[config.mk]
export PLATFORM = sky130hd
export DESIGN_NAME = utf8_stream_decoder
export DESIGN_NICKNAME = d
export VERILOG_FILES = /design/src/rtl/utf8sd_pkg.sv /design/src/rtl/utf8_stream_decoder.sv
export VERILOG_INCLUDE_DIRS = /design/src /design/src/rtl
export SDC_FILE = /design/constraint.sdc
export NUM_CORES = 1
export LEC_CHECK = 0
export ABC_CLOCK_PERIOD_IN_PS = 9300
export BUFFER_PORTS_ARGS = -buffer_cell sky130_fd_sc_hd__buf_2
export CORE_ASPECT_RATIO = 0.5
export CORE_MARGIN = 4
export CORE_UTILIZATION = 25
export CTS_BUF_LIST = sky130_fd_sc_hd__clkbuf_16
export CTS_CLUSTER_DIAMETER = 30
export CTS_CLUSTER_SIZE = 24
export DETAILED_ROUTE_END_ITERATION = 10
export GPL_ROUTABILITY_DRIVEN = 0
export RECOVER_POWER = 100
export SETUP_SLACK_MARGIN = 0.4
export SKIP_LAST_GASP = 1
export SYNTH_ARGS = -nofsm -noshare
export SYNTH_HDL_FRONTEND = slang
export SYNTH_SLANG_ARGS = --single-unit
export TNS_END_PERCENT = 50
[constraint.sdc]
create_clock -name clk_i -period 9.3 [get_ports clk_i]
set_input_delay 2.79 -clock clk_i [delete_from_list [all_inputs] [get_ports clk_i]]
set_output_delay 2.79 -clock clk_i [all_outputs]
set_load 0.05 [all_outputs]
[src/rtl/utf8_stream_decoder_assert.svh]
// Assertion macros for the stream decoder.
`ifndef UTF8_STREAM_DECODER_ASSERT_SVH
`define UTF8_STREAM_DECODER_ASSERT_SVH
`ifndef SYNTHESIS
`define U8SD_ASSERT(lbl, prop, msg) \
  lbl: assert property (@(posedge clk_i) disable iff (!rst_ni) (prop)) else $error(msg);
`define U8SD_ASSERT_ALWAYS(lbl, prop, msg) \
  lbl: assert property (@(posedge clk_i) (prop)) else $error(msg);
`else
`define U8SD_ASSERT(lbl, prop, msg)
`define U8SD_ASSERT_ALWAYS(lbl, prop, msg)
`endif
`endif

[src/rtl/utf8sd_pkg.sv]
package utf8sd_pkg;

  localparam int unsigned CpW   = 31;
  localparam int unsigned MinW  = 27;
  localparam int unsigned CntW  = 13;
  localparam int unsigned PendW = 3;

  localparam logic [CpW-1:0]  ReplChar     = 31'h0000_FFFD;
  localparam logic [CntW-1:0] LimitDefault = 13'h1000;

  localparam logic [7:0] ContFirst = 8'h80;
  localparam logic [7:0] LeadTwo   = 8'hC0;
  localparam logic [7:0] LeadThree = 8'hE0;
  localparam logic [7:0] LeadFour  = 8'hF0;
  localparam logic [7:0] LeadFive  = 8'hF8;
  localparam logic [7:0] LeadSix   = 8'hFC;
  localparam logic [7:0] BadFirst  = 8'hFE;

  localparam logic [MinW-1:0] MinTwo   = 27'h000_0080;
  localparam logic [MinW-1:0] MinThree = 27'h000_0800;
  localparam logic [MinW-1:0] MinFour  = 27'h001_0000;
  localparam logic [MinW-1:0] MinFive  = 27'h020_0000;
  localparam logic [MinW-1:0] MinSix   = 27'h400_0000;

  typedef struct packed {
    logic             emit;
    logic [CpW-1:0]   cp;
    logic [PendW-1:0] pend;
    logic [CpW-1:0]   pv;
    logic [MinW-1:0]  minv;
  } start_t;

  typedef struct packed {
    logic [CpW-1:0] cp;
    logic           last;
  } result_t;

  function automatic start_t start_char(logic [7:0] b);
    start_t s;
    s = '0;
    case (b) inside
      [8'h00:ContFirst - 8'd1]: begin
        s.emit = 1'b1;
        s.cp   = CpW'(b);
      end
      [ContFirst:LeadTwo - 8'd1]: begin
        s.emit = 1'b1;
        s.cp   = ReplChar;
      end
      [LeadTwo:LeadThree - 8'd1]: begin
        s.pend = 3'd1;
        s.pv   = CpW'(b[4:0]);
        s.minv = MinTwo;
      end
      [LeadThree:LeadFour - 8'd1]: begin
        s.pend = 3'd2;
        s.pv   = CpW'(b[3:0]);
        s.minv = MinThree;
      end
      [LeadFour:LeadFive - 8'd1]: begin
        s.pend = 3'd3;
        s.pv   = CpW'(b[2:0]);
        s.minv = MinFour;
      end
      [LeadFive:LeadSix - 8'd1]: begin
        s.pend = 3'd4;
        s.pv   = CpW'(b[1:0]);
        s.minv = MinFive;
      end
      [LeadSix:BadFirst - 8'd1]: begin
        s.pend = 3'd5;
        s.pv   = CpW'(b[0]);
        s.minv = MinSix;
      end
      default: begin
        s.emit = 1'b1;
        s.cp   = ReplChar;
      end
    endcase
    return s;
  endfunction

  function automatic logic [CpW-1:0] check_min(logic [CpW-1:0] v, logic [MinW-1:0] m);
    return (v < CpW'(m)) ? ReplChar : v;
  endfunction

endpackage

[src/rtl/utf8_stream_decoder.sv]
// Each input transfer writes its results into the registered result queue, which drives the output.
// Up to 1 byte per cycle, while the result queue has room for two results; a byte with
// two results gives them one at a time through the single read port of the 4-entry result queue.
// Reset (rst_ni low, asynchronous): pending character, string count and queue
// clear; char_limit returns to 4096.
`include "utf8_stream_decoder_assert.svh"

module utf8_stream_decoder
  import utf8sd_pkg::*;
(
  input  logic            clk_i,
  input  logic            rst_ni,
  input  logic            cfg_valid_i,
  output logic            cfg_ready_o,
  input  logic [CntW-1:0] cfg_char_limit_i,
  input  logic            in_valid_i,
  output logic            in_ready_o,
  input  logic [7:0]      text_byte_i,
  output logic            out_valid_o,
  input  logic            out_ready_i,
  output logic [CpW-1:0]  code_point_o,
  output logic            last_in_run_o
);

  localparam int unsigned Depth  = 4;
  localparam int unsigned PtrW   = $clog2(Depth);
  localparam int unsigned FillW  = $clog2(Depth + 1);

  logic [CntW-1:0]  limit_q;
  logic [PendW-1:0] pend_q, pend_d;
  logic [CpW-1:0]   pv_q, pv_d;
  logic [MinW-1:0]  min_q, min_d;
  logic [CntW-1:0]  count_q, count_d;

  result_t          fifo_q [Depth];
  logic [PtrW-1:0]  wr_ptr_q, rd_ptr_q;
  logic [FillW-1:0] fill_q, fill_d;

  logic             in_fire, out_fire;
  logic             emit_a, emit_b;
  logic [CpW-1:0]   cp_a, cp_b;
  logic [CpW-1:0]   pv_shift;
  logic [CntW-1:0]  count_inc;
  start_t           st;
  result_t          res0, res1;
  logic             push0, push1;

  assign cfg_ready_o = 1'b1;
  assign in_ready_o  = fill_q <= FillW'(Depth - 2);
  assign in_fire     = in_valid_i && in_ready_o;
  assign out_valid_o = fill_q != '0;
  assign out_fire    = out_valid_o && out_ready_i;

  assign st        = start_char(text_byte_i);
  assign pv_shift  = {pv_q[CpW-7:0], text_byte_i[5:0]};
  assign count_inc = count_q + CntW'(1);

  always_comb begin
    emit_a = 1'b0;
    emit_b = 1'b0;
    cp_a   = check_min(pv_q, min_q);
    cp_b   = st.cp;
    pend_d = pend_q;
    pv_d   = pv_q;
    min_d  = min_q;
    if (text_byte_i == 8'h00) begin
      emit_a = (pend_q != '0) && (count_q < limit_q);
      pend_d = '0;
      pv_d   = '0;
      min_d  = '0;
    end else if (count_q >= limit_q) begin
      emit_a = 1'b0;
    end else if (pend_q != '0) begin
      if (text_byte_i[7:6] == 2'b10) begin
        pend_d = pend_q - PendW'(1);
        pv_d   = pv_shift;
        if (pend_q == PendW'(1)) begin
          emit_a = 1'b1;
          cp_a   = check_min(pv_shift, min_q);
          pv_d   = '0;
          min_d  = '0;
        end
      end else begin
        emit_a = 1'b1;
        pend_d = '0;
        pv_d   = '0;
        min_d  = '0;
        if (count_inc < limit_q) begin
          emit_b = st.emit;
          pend_d = st.pend;
          pv_d   = st.pv;
          min_d  = st.minv;
        end
      end
    end else begin
      emit_b = st.emit;
      pend_d = st.pend;
      pv_d   = st.pv;
      min_d  = st.minv;
    end
    if (text_byte_i == 8'h00) begin
      count_d = '0;
    end else begin
      count_d = count_q + CntW'(emit_a) + CntW'(emit_b);
    end
  end

  assign res0.cp   = emit_a ? cp_a : cp_b;
  assign res0.last = !(emit_a && emit_b);
  assign res1.cp   = cp_b;
  assign res1.last = 1'b1;
  assign push0     = in_fire && (emit_a || emit_b);
  assign push1     = in_fire && emit_a && emit_b;
  assign fill_d    = fill_q + FillW'(push0) + FillW'(push1) - FillW'(out_fire);

  always_ff @(posedge clk_i or negedge rst_ni) begin
    if (!rst_ni) begin
      limit_q  <= LimitDefault;
      pend_q   <= '0;
      pv_q     <= '0;
      min_q    <= '0;
      count_q  <= '0;
      wr_ptr_q <= '0;
      rd_ptr_q <= '0;
      fill_q   <= '0;
    end else begin
      if (cfg_valid_i && cfg_ready_o) begin
        limit_q <= cfg_char_limit_i;
      end
      if (in_fire) begin
        pend_q  <= pend_d;
        pv_q    <= pv_d;
        min_q   <= min_d;
        count_q <= count_d;
      end
      wr_ptr_q <= wr_ptr_q + PtrW'(push0) + PtrW'(push1);
      rd_ptr_q <= rd_ptr_q + PtrW'(out_fire);
      fill_q   <= fill_d;
    end
  end

  always_ff @(posedge clk_i) begin
    if (push0) begin
      fifo_q[wr_ptr_q] <= res0;
    end
    if (push1) begin
      fifo_q[wr_ptr_q + PtrW'(1)] <= res1;
    end
  end

  assign code_point_o  = fifo_q[rd_ptr_q].cp;
  assign last_in_run_o = fifo_q[rd_ptr_q].last;

  `U8SD_ASSERT(a_fill_bound, fill_q <= FillW'(Depth), "result queue overfilled")
  `U8SD_ASSERT(a_room_for_two, in_ready_o |-> (fill_q <= FillW'(Depth - 2)), "no room for two results")
  `U8SD_ASSERT(a_pend_range, pend_q <= PendW'(5), "pending count out of range")
  `U8SD_ASSERT(a_push_shows, push0 |=> out_valid_o, "result transfer lost")
  `U8SD_ASSERT(a_last_on_single, (push0 && !push1) |-> res0.last, "single result not marked last")

endmodule
==> summary.json <==
{
  "worst_path_max_delay_cell": {"value": "clkbuf_1"},
  "timing.critical_path.fanout_max": {"value": 33},
  "synth_top_cells_by_count": {"value": "97 x nand2_1, 81 x o21ai_0, 71 x dfrtp_1, 64 x dfxtp_1, 64 x edfxtp_1"},
  "max_clock_freq": {"value": 145.8, "unit": "MHz"},
  "grtUsageTotal": {"value": 13.18, "unit": "%"},
  "cts-hold-fix-buffers": {"value": 0},
  "timing.hold.worst_endpoint": {"value": "fifo_q[0][0]"},
  "share_seq_of_total_power": {"value": 34.6, "unit": "%"},
  "synth_nets": {"value": 1088},
  "route.detailed.drc": {"value": 0},
  "internal-power": {"value": 0.001861, "unit": "W"},
  "critical_path_required": {"value": 6.51, "unit": "ns"},
  "critical_path.cell_chain": {"value": "clkbuf_1 -> mux4_2 -> clkbuf_1"},
  "post-synth-top-count-cell": {"value": "nand2_1"},
  "reg2reg_slack": {"value": 3.55, "unit": "ns"},
  "worstHoldPathType": {"value": "flop to flop"},
  "synth_ff_type": {"value": "dfrtp_1"},
  "count_of_different_cell_masters_after_synthesis": {"value": 64},
  "final_nets": {"value": 1105},
  "yosysTopAreaCell": {"value": "edfxtp_1"},
  "buffering_stage_count_on_the_worst_path_with_inverters_included": {"value": 2},
  "skew": {"value": 0.01434, "unit": "ns"},
  "worst_setup_path_start_kind": {"value": "flop"},
  "top_level_ports": {"value": 61},
  "clock_sinks": {"value": 200},
  "finalPower": {"value": 0.003340, "unit": "W"},
  "count_of_maximum_capacitance_violations": {"value": 3},
  "postSynthRegisterBits": {"value": 200},
  "largest_net_degree_at_the_start_of_global_routing": {"value": 73},
  "vias_per_cell": {"value": 5.138},
  "synth_area": {"value": 10490, "unit": "um2"},
  "design_area": {"value": 11820, "unit": "um2"},
  "cp_common_cell": {"value": "clkbuf_1"},
  "postSynthCellCount": {"value": 1016},
  "rows": {"value": 52},
  "grt_overflow": {"value": 0},
  "grt_setup_unrepaired": {"value": "no"},
  "starting_drt_drc_count": {"value": 711},
  "synth_edf_count": {"value": 64},
  "tritoncts": {"value": "built"},
  "vias_in_the_first_global_route": {"value": 8133},
  "wl_per_cell": {"value": 18.69, "unit": "um"},
  "async_reset_ff_share": {"value": 36.00, "unit": "%"},
  "setup-tns-final": {"value": 0, "unit": "ns"},
  "cellPowerDensity": {"value": 282.6, "unit": "nW/um2"},
  "swShare": {"value": 44.28, "unit": "%"},
  "postSynthAreaPerCell": {"value": 10.32, "unit": "um2"},
  "grt_first_pass_wirelength": {"value": 47.42, "unit": "mm"},
  "combPwrFrac": {"value": 41.5, "unit": "%"},
  "worstPathArrival": {"value": 4.07, "unit": "ns"},
  "floorplan.die.height": {"value": 152.8, "unit": "um"},
  "portBuffers": {"value": 59},
  "routed.top_layer": {"value": "met4"},
  "wirelength": {"value": 29.65, "unit": "mm"},
  "slew_violations": {"value": 173},
  "n_antenna_cell": {"value": 0},
  "p_leak": {"value": 4.552, "unit": "nW"},
  "vias": {"value": 8149},
  "hp-start": {"value": "fifo_q[0][0]"},
  "timing.rr.start": {"value": "count_q[1]"},
  "setup.worst_path.class": {"value": "flop to output port"},
  "setup.worst_path.end_class": {"value": "output port"},
  "placedInstanceArea": {"value": 11250, "unit": "um2"},
  "drive_gt1_share": {"value": 10.33, "unit": "%"},
  "max-vdd-ir-drop": {"value": 141.9, "unit": "uV"},
  "yosys_warnings": {"value": 0},
  "worstReg2RegEnd": {"value": "count_q[10]"},
  "initial_core_utilization": {"value": 25.63, "unit": "%"},
  "synth.top_cell.area_share": {"value": 18.32, "unit": "%"},
  "die_span_x": {"value": 297.7, "unit": "um"},
  "cts-root-buf": {"value": "clkbuf_16"},
  "number_of_hold_slack_violations_in_the_final_timing_report": {"value": 0},
  "ys_seq_area_share": {"value": 47.72, "unit": "%"},
  "clock_power_share": {"value": 23.9, "unit": "%"},
  "final.min_clock_period": {"value": 6.857, "unit": "ns"},
  "area.growth.synth_to_final": {"value": 12.63, "unit": "%"},
  "fillCellCount": {"value": 4244},
  "routed-wl-met3": {"value": 1.107, "unit": "mm"},
  "die_ar": {"value": 45500, "unit": "um2"},
  "hold_path_depth": {"value": 2},
  "status": {"value": "finished, violations left"},
  "critPathMaxStageDelay": {"value": 2.06, "unit": "ns"},
  "clock_transition_time_at_the_flip_flop_clock_pins_of_the_worst_setup_and_hold_paths": {"value": 0.08, "unit": "ns"},
  "timing.final.crit_share": {"value": 73.73, "unit": "%"},
  "tightestPinTransition": {"value": 4.077, "unit": "ns"},
  "failing_checks": {"value": "capacitance limit, slew limit"},
  "numCtsBuffers": {"value": 17},
  "dr.pass1.iters": {"value": 5},
  "timing.slew.headroom": {"value": -171.8, "unit": "%"},
  "post_cts_buffers": {"value": 0},
  "number_of_antenna_violations_at_the_first_check_in_global_routing": {"value": 0},
  "cts_htree_levels": {"value": 4},
  "synth_area_leaders": {"value": "edfxtp_1 18%, dfrtp_1 17%, dfxtp_1 12%"},
  "post_cts.resized_instances": {"value": 0},
  "crit_family": {"value": "buffers and inverters"},
  "postRouteAntennaNets": {"value": 0},
  "core_region_area": {"value": 40920, "unit": "um2"},
  "reg2reg_depth": {"value": 20},
  "wl_met1": {"value": 13.21, "unit": "mm"},
  "met2_wirelength": {"value": 14.51, "unit": "mm"},
  "post-route-util": {"value": 28.87, "unit": "%"},
  "switching_power": {"value": 0.001479, "unit": "W"},
  "setup_viol": {"value": 0},
  "worstSkewPairLatency": {"value": 0.47, "unit": "ns"},
  "detailed_place_hpwl": {"value": 21.17, "unit": "mm"},
  "cts_buffer_depth": {"value": 2}
}
==> worst register-to-register path, delay by kind of cell, from the launching register on <==
| kind | cells | cell delay, ns |
|---|---|---|
| buffers and inverters | 3 | 1.14 |
| AOI/OAI and AO/OA | 2 | 0.87 |
| DFF | 1 | 0.50 |
| xor gates and xnor gates | 2 | 0.35 |
| adders and majority gates | 4 | 1.21 |
| and+or+nand+nor | 9 | 1.58 |
==> state kept, by name, indices dropped and copies added, names as in the netlist <==
name      count
fifo_q      128
pv_q         31
count_q      13
limit_q      13
min_q         5
fill_q        3
pend_q        3
rd_ptr_q      2
wr_ptr_q      2
==> stage by stage <==
stage / cells / hold WS, ns / setup slack [ns]
floorplan: 1016 / 0.4226 / 3.333
finish: 1586 / 0.4535 / 2.443
global placement: 1554 / 0.4386 / 2.816
CTS: 1586 / 0.4578 / 3.250
detailed placement: 1554 / 0.4461 / 2.772
global route: 1586 / 0.4780 / 1.940
==> kinds of logic (layout without fill, tap and decap cells) <==
kind of cell	count (synthesis)	count (layout)	share of synthesized area, %
AOI/OAI and AO/OA	297	297	19.20
and+or+nand+nor	282	282	12.86
DFF	200	200	47.72
buffers and inverters	131	161	5.177
adders and majority gates	46	46	5.773
muxes	38	38	7.479
xor gates and xnor gates	21	21	1.753
other	1	1	0.03575
==> power groups by stage <==
stage	combinational, W	clock [W]	sequential (W)
finish	0.00139	0.000797	0.00116
global route	0.00153	0.000846	0.00117
CTS	0.00142	0.000808	0.00116
detailed placement	0.00141	0	0.00117
global placement	0.00140	0	0.00117
floorplan	0.00109	0	0.00113
==> placed cells by master, fill, tap and decap left out, types with 38 or more instances in the layout <==
cell type,instances
o21ai_0,82
edfxtp_1,64
clkbuf_1,43
a22o_1,46
inv_1,56
dfxtp_1,64
dfrtp_1,70
nand3_1,38
nand2_1,97
ha_1,42
nor2_1,51
==> per-layer routing <==
layer  vias to the layer above  track usage (%)
li1                       3861                -
met1                      4039            16.94
met2                       200            22.29
met3                        49            2.481
met4                         0            4.747
met5                         -                0
==> cell type report <==
cell class              count  area, um2  share of cell area (%)
clock buffers              17      425.4                   3.601
inverters                  56      210.2                   1.779
multi-input cells         685       4952                   41.91
repair buffers             73      329.1                   2.785
clock inverters            15      215.2                   1.821
well taps                 540      675.6                   5.719
flip-flops and latches    200       5007                   42.38
==> how the worst max path moves through the flow <==
stage                              start          endpoint  depth (start not counted)
after global routing              rst_ni       rd_ptr_q[0]                          1
after CTS                 text_byte_i[1]      fifo_q[0][6]                         10
after global placement    text_byte_i[1]     fifo_q[0][15]                         10
final                        rd_ptr_q[0]  code_point_o[29]                          3
after floorplan           text_byte_i[2]         fill_q[2]                         15
after detailed placement  text_byte_i[1]     fifo_q[0][12]                         10
(Power assumes the default switching activity.)
